--- src/design/rid_pkg.sv ---
`default_nettype none

package rid_pkg;

	// Table geometry. The ID field is fixed at ten bits, so the table holds 2**10 IDs.
	localparam int ID_W       = 10;
	localparam int ID_COUNT   = 1 << ID_W;
	localparam int DATA_WIDTH = 32;

	// Used marks are held as rows of 32 flags, one row per memory word.
	localparam int LANE_W    = 5;
	localparam int ROW_BITS  = 1 << LANE_W;
	localparam int ROW_W     = ID_W - LANE_W;
	localparam int ROW_COUNT = ID_COUNT / ROW_BITS;
	localparam int VISIT_W   = $clog2(ROW_COUNT + 1);

	localparam logic [ID_W-1:0] FIRST_ID = ID_W'(1);

	// Operation codes.
	localparam logic [2:0] OP_AUTO    = 3'd0;
	localparam logic [2:0] OP_INSERT  = 3'd1;
	localparam logic [2:0] OP_REPLACE = 3'd2;
	localparam logic [2:0] OP_LOOKUP  = 3'd3;
	localparam logic [2:0] OP_REMOVE  = 3'd4;

	// Status codes.
	localparam logic [2:0] STAT_OK         = 3'd0;
	localparam logic [2:0] STAT_IN_USE     = 3'd1;
	localparam logic [2:0] STAT_NOT_FOUND  = 3'd2;
	localparam logic [2:0] STAT_INVALID    = 3'd3;
	localparam logic [2:0] STAT_OUT_OF_IDS = 3'd4;

	typedef enum logic [1:0] {
		S_IDLE,
		S_READ,
		S_EVAL
	} state_t;

	typedef struct packed {
		logic [2:0]      operation;
		logic [ID_W-1:0] req_id;
		logic [31:0]     data_in;
	} req_t;

	typedef struct packed {
		logic [2:0]      status;
		logic [ID_W-1:0] result_id;
		logic [31:0]     data_out;
		logic            found;
	} rsp_t;

	typedef struct packed {
		logic                en;
		logic [ROW_W-1:0]    row;
		logic [ROW_BITS-1:0] bits;
	} mark_wr_t;

	typedef struct packed {
		logic                  en;
		logic [ID_W-1:0]       addr;
		logic [DATA_WIDTH-1:0] data;
	} data_wr_t;

	// Index of the lowest set bit; zero when none is set.
	function automatic logic [LANE_W-1:0] first_set(input logic [ROW_BITS-1:0] v);
		logic [LANE_W-1:0] idx;
		idx = '0;
		for (int i = ROW_BITS - 1; i >= 0; i--) begin
			if (v[i]) begin
				idx = LANE_W'(i);
			end
		end
		return idx;
	endfunction

endpackage

`default_nettype wire

--- src/design/rid_mark_mem.sv ---
`default_nettype none

module rid_mark_mem (
	input  wire                          clk,
	input  wire                          arst_n,
	input  wire                          rd_en,
	input  wire  [rid_pkg::ROW_W-1:0]    rd_row,
	output logic [rid_pkg::ROW_BITS-1:0] rd_bits,
	input  rid_pkg::mark_wr_t            wr
);
	import rid_pkg::*;

	logic [ROW_BITS-1:0]  mem [ROW_COUNT];
	logic [ROW_BITS-1:0]  rd_data_q;
	logic                 rd_row_valid_q;
	logic [ROW_COUNT-1:0] row_valid_q;

	// Row valid flags: a row never written reads as all free.
	always_ff @(posedge clk or negedge arst_n) begin
		if (!arst_n) begin
			row_valid_q <= '0;
		end else if (wr.en) begin
			row_valid_q[wr.row] <= 1'b1;
		end
	end

	// Synchronous write port.
	always_ff @(posedge clk) begin
		if (wr.en) begin
			mem[wr.row] <= wr.bits;
		end
	end

	// Registered read port, with the row valid flag sampled alongside.
	always_ff @(posedge clk) begin
		if (rd_en) begin
			rd_data_q      <= mem[rd_row];
			rd_row_valid_q <= row_valid_q[rd_row];
		end
	end

	assign rd_bits = rd_row_valid_q ? rd_data_q : '0;

endmodule

`default_nettype wire

--- config.mk ---
export PLATFORM = sky130hd
export DESIGN_NAME = rid_mark_mem
export DESIGN_NICKNAME = d
export VERILOG_FILES = /design/src/design/rid_pkg.sv /design/src/design/rid_mark_mem.sv
export SDC_FILE = /design/constraint.sdc
export NUM_CORES = 1
export LEC_CHECK = 0
export ABC_AREA = 1
export ABC_CLOCK_PERIOD_IN_PS = 1410
export BUFFER_PORTS_ARGS = -buffer_cell sky130_fd_sc_hd__buf_2
export CORE_MARGIN = 2
export CORE_UTILIZATION = 37
export CTS_CLUSTER_SIZE = 28
export DETAILED_ROUTE_END_ITERATION = 10
export GPL_TIMING_DRIVEN = 0
export PLACE_DENSITY = 0.62
export SLEW_MARGIN = 20
export SYNTH_ARGS = -nofsm -noshare
export SYNTH_HDL_FRONTEND = slang
export SYNTH_SLANG_ARGS = --single-unit
--- constraint.sdc ---
create_clock -name clk -period 1.41 [get_ports clk]
set_clock_uncertainty 0.05 [all_clocks]
set_input_delay 0 -clock clk [delete_from_list [all_inputs] [get_ports clk]]
set_output_delay 0 -clock clk [all_outputs]
set_load 0.005 [all_outputs]
# Yosys cells after proc, flatten, opt, wreduce, memory -nomap -nowiden
# Memory sizes are Yosys's and may differ from the RTL's. A register that Yosys moved wholly into a read port is not among the register bits.
# Index checks and enable logic that the tools add are counted.
# W data, S select, Z words.
[classes] magnitude_cmp=3 bitwise=1 muxes=7 n_reduce_logical=1
[ops] operator="$mux W32" n=1
[ops] operator="$or A32 B32 Y32" n=1
[ops] operator="$lt A5 B6 Y1 const B" n=2
[ops] operator="$bmux W1 S5" n=1
[ops] operator="$demux W1 S5" n=1
[ops] operator="$ge A5 B1 Y1 const B" n=1
[ops] operator="$mux W1" n=4
[ops] operator="$logic_and A1 B1 Y1" n=1
[totals] input_bits=46 n_memories=1 ramBits=1024 output_inout_bits=32 ff_bits=33
[memory_table] memory="mem" words=32 width=32 read_ports=1 rd_clocked_by_memory_dff=1 wr=1 line="rid_mark_mem.sv:13" rtl="logic [ROW_BITS-1:0] mem [ROW_COUNT];"

# Longest topological paths before layout
[logic_depth] depth_word=5 depth_mapped=12 ltp_nobuf=9

# Least setup slack after synthesis
# OpenSTA, ideal clock, no wires.
[synth_timing] path_kind="input to register" from="input wr[33] (netlist bit)" to="memory mem[0][0] (netlist bit) (enable)" t_required_ps=938 path_buffers=0 setup_slack_ps=-736 t_arrival_ps=1674 path_stages=3 path_cell_list="inv_1 > nand3_1 > nor2_1"
[synth_rtl] item="from (decl)" line="rid_mark_mem.sv:9" rtl="input rid_pkg::mark_wr_t wr"
[synth_rtl] item="to (decl)" line="rid_mark_mem.sv:13"
# Straight into the memory's write port.

# Worst setup path after layout
[layout_timing] from="register rd_row_valid_q" to="output rd_bits[9] (netlist bit)"
[layout_via] elab_chain_len=1
[layout_rtl] item="from (decl)" line="rid_mark_mem.sv:15" rtl="logic rd_row_valid_q;"
[layout_rtl] item="from (signal assigned)" line="rid_mark_mem.sv:38" rtl="rd_row_valid_q <= row_valid_q[rd_row];"
[layout_rtl] item="$mux W32" line="rid_mark_mem.sv:42" rtl="assign rd_bits = rd_row_valid_q ? rd_data_q : '0;"
[layout_rtl] item="to (decl)" line="rid_mark_mem.sv:8" rtl="output logic [rid_pkg::ROW_BITS-1:0] rd_bits,"
# No other way between the ends.

==> impl_metrics.tcl <==
set metrics [dict create \
    status "finished, violations left" \
    violations "hold timing, setup timing" \
    period_share_pct 127 \
    die_w_microns 350 \
    portBuffers 74 \
    grt_max_degree 34 \
    cts_hold_buffers 41 \
    r2r-end "rd_data_q[20]$_DFFE_PP_" \
    grt_overflow_total 0 \
    route.layer.met1.wl_microns 54700 \
    rsz0062_at_grt "true" \
    synth_cells 3744 \
    cts-htree-levels 3 \
    hp-start "wr[32]" \
    stdcell_count 5719 \
    dr.pass1.iters 6 \
    total_power_uw 70600 \
    setup_tns_ns -10.88 \
    antenna_found_initial 10 \
    fill_cells 10700 \
    crit_arrival_ns 1.74 \
    ys_warn_count 0 \
    numCtsBuffers 112 \
    syn_to_final_growth_pct 19.2 \
    ios 78 \
    dpl_cell_area_sq_um 47900 \
    whs_ns -0.0306 \
    met2RoutedLength_microns 65300 \
    netlist_top_cells_area "edfxtp_1 72%, nand2_1 13%, nand3_1 9.1%" \
    clock_sinks 1089 \
    hold_viol 19 \
    pwr-share-seq_pct 51.7 \
    core_sq_um 118000 \
    p_per_area_nw_per_um2 1340 \
    fmax_mhz 560 \
    maxSlewHeadroom_pct 34.2 \
    initialDrtViolationCount 4370 \
    avgViaCountPerCell 5.32 \
    multi_input_comb_area_sq_um 11100 \
    synth_area_per_cell_sq_um 11.8 \
    clk_path_buf_depth 3 \
    whs_path_depth 3 \
    synth_area_leader_cell "edfxtp_1" \
    hold_path_end "mem[17][17]$_DFFE_PP_" \
    reg2reg_setup_slack_ns 0.03 \
    grt_pass1_wl_microns 199000 \
    insertion_delay_ns 0.70 \
    drv_slew 0 \
    setup_viol 34 \
    dieArea_sq_um 123000 \
    start_util_pct 37.4 \
    swShare_pct 23.8 \
    routed.top_layer "met5" \
    fin_nets 4067 \
    die_h_microns 350 \
    wl_microns 138000 \
    clk_pin_slew_ns 0.06 \
    ys_ff_latch 1089 \
    netlist.area_leader.share_pct 71.7 \
    routedWlPerCell_microns 24.2 \
    power_switching_uw 16800 \
    dr_total_vias 30400 \
    path_max_fanout 5 \
    critPathLaunchType "flip-flop" \
    design_area_sq_um 52800 \
    clkPwrFrac_pct 40.1 \
    fin_ws_ns -0.377 \
    place_congestion 0.881 \
    grtUsageTotal_pct 22.4 \
    tightestPinTransition_ns 0.988 \
    dpl.hpwl_microns 91300 \
    combPwrFrac_pct 8.3 \
    p_int_uw 53800 \
    rows 126 \
    worst_ir_drop_vdd_v 0.00103 \
    cts_tree "yes" \
    drive_gt1_share_pct 17.9 \
    antenna_left 0 \
    reg2regPathDepth 8 \
    synth_cell_types 16 \
    syn-cell-area_sq_um 44300 \
    post-place-cells 5461 \
    dr_wl_met3_microns 13600 \
    syn_nets 3790 \
    r2r_start "mem[8][20]$_DFFE_PP_" \
    grt_pass1_vias 29200 \
    ys_seq_area_share_pct 73.5 \
    p_leak_uw 0.0197 \
    dp_slack_ns -0.884 \
    period_needed_ns 1.79 \
    min_path_type "in -> reg" \
    regArea_sq_um 32500 \
    worstPathRequired_ns 1.36 \
    root_buffer "clkbuf_16" \
    crit_type "reg -> out" \
    drcViolationCount 0 \
    cp-end-kind "output port" \
    drv_cap 0 \
]
## synth_stat cells
cell and number:
buf_1 3, buf_12 1, buf_2 134, buf_4 16
buf_6 59, buf_8 1, clkbuf_1 14, dfrtp_1 32
edfxtp_1 1057, inv_1 39, inv_2 2, inv_8 1
nand2_1 1517, nand3_1 804, nor2_1 32, or2_2 32
## final cells by class
class | count | area share, %
Timing Repair Buffer | 164 | 3.59
Multi-Input combinational cell | 2385 | 21.0
Tap cell | 1600 | 3.79
Inverter | 42 | 0.332
Clock inverter | 66 | 0.851
Buffer | 227 | 3.07
Clock buffer | 144 | 5.75
Antenna cell | 2 | 0.00948
Sequential cell | 1089 | 61.6
## state kept, by name, summed over array words and instances (netlist names)
register and cells:
rd_row_valid_q 1, mem 1024, rd_data_q 32, row_valid_q 32
## logic make-up after synthesis
kind of cell / share of synthesized area [%]
AND/OR/NAND/NOR: 22.7
flip-flops: 73.5
buffers and inverters: 3.88
## how the worst max path moves through the flow
stage | endpoint | cells after the start | startpoint | slack, ns
finish | rd_bits[9] | 5 | rd_row_valid_q$_DFFE_PP_ | -0.38
global route | rd_bits[4] | 5 | rd_row_valid_q$_DFFE_PP_ | -0.41
CTS | rd_bits[25] | 5 | rd_row_valid_q$_DFFE_PP_ | -0.38
detailed placement | rd_data_q[13]$_DFFE_PP_ | 7 | rd_row[3] | -0.88
global placement | mem[27][3]$_DFFE_PP_ | 3 | wr[37] | -0.94
floorplan | mem[3][0]$_DFFE_PP_ | 3 | wr[36] | -0.03
## stage by stage
stage / utilization, % / hold slack, ns
2_1_floorplan: - / -0.346
3_3_place_gp: 39.7 / 0.103
3_5_place_dp: 40.5 / 0.104
4_1_cts: 44.1 / -0.0452
5_1_grt: 44.6 / -0.0119
6_report: 44.6 / -0.0306
## timing repair
item                                   4_1_cts  5_1_grt
setup endpoints to repair                   47       85
pin swaps                                    5       49
setup buffers                                2        3
resized for setup                           98      145
endpoints found under the hold margin     1188       12
cloned                                       2        0
## worst max-delay path, stage by stage (launching register included)
cell and delay (ns):
edfxtp_1 0.40, buf_4 0.19, clkbuf_16 0.17, nand2_2 0.10, inv_1 0.05, buf_2 0.12
## layer usage
metal	up-vias	global-route usage [%]
met1	14900	30.5
met3	278	3.85
met2	1627	36.5
met5	-	0
met4	6	7.63
li1	13600	-
## power by group through the flow
stage	combinational (uW)	sequential [uW]	clock [uW]
floorplan	2820	37000	0
global placement	5090	37100	0
detailed placement	5240	37100	0
CTS	5560	36400	28400
global route	6270	36500	29700
finish	5840	36400	28300
## layout by cell type (no fill, tap or decap), types with 5 or more instances in the layout
| cell type | Yosys | routed |
|---|---|---|
| clkinv_1 | 0 | 37 |
| buf_6 | 59 | 67 |
| or2_2 | 32 | 32 |
| nand2_2 | 0 | 81 |
| clkinvlp_4 | 0 | 5 |
| nand3_1 | 804 | 749 |
| nand2_1 | 1517 | 1406 |
| dfrtp_1 | 32 | 32 |
| buf_16 | 0 | 17 |
| dlygate4sd3_1 | 0 | 40 |
| nor2_4 | 0 | 32 |
| buf_4 | 16 | 21 |
| nand3_2 | 0 | 52 |
| edfxtp_1 | 1057 | 1057 |
| clkbuf_1 | 14 | 31 |
| nand2_4 | 0 | 20 |
| buf_2 | 134 | 200 |
| buf_12 | 1 | 27 |
| clkbuf_16 | 0 | 118 |
| nand2_8 | 0 | 10 |
| clkbuf_8 | 0 | 9 |
| clkinv_2 | 0 | 13 |
| inv_1 | 39 | 27 |
| inv_2 | 2 | 10 |
Power figures use the tool's default switching activity.
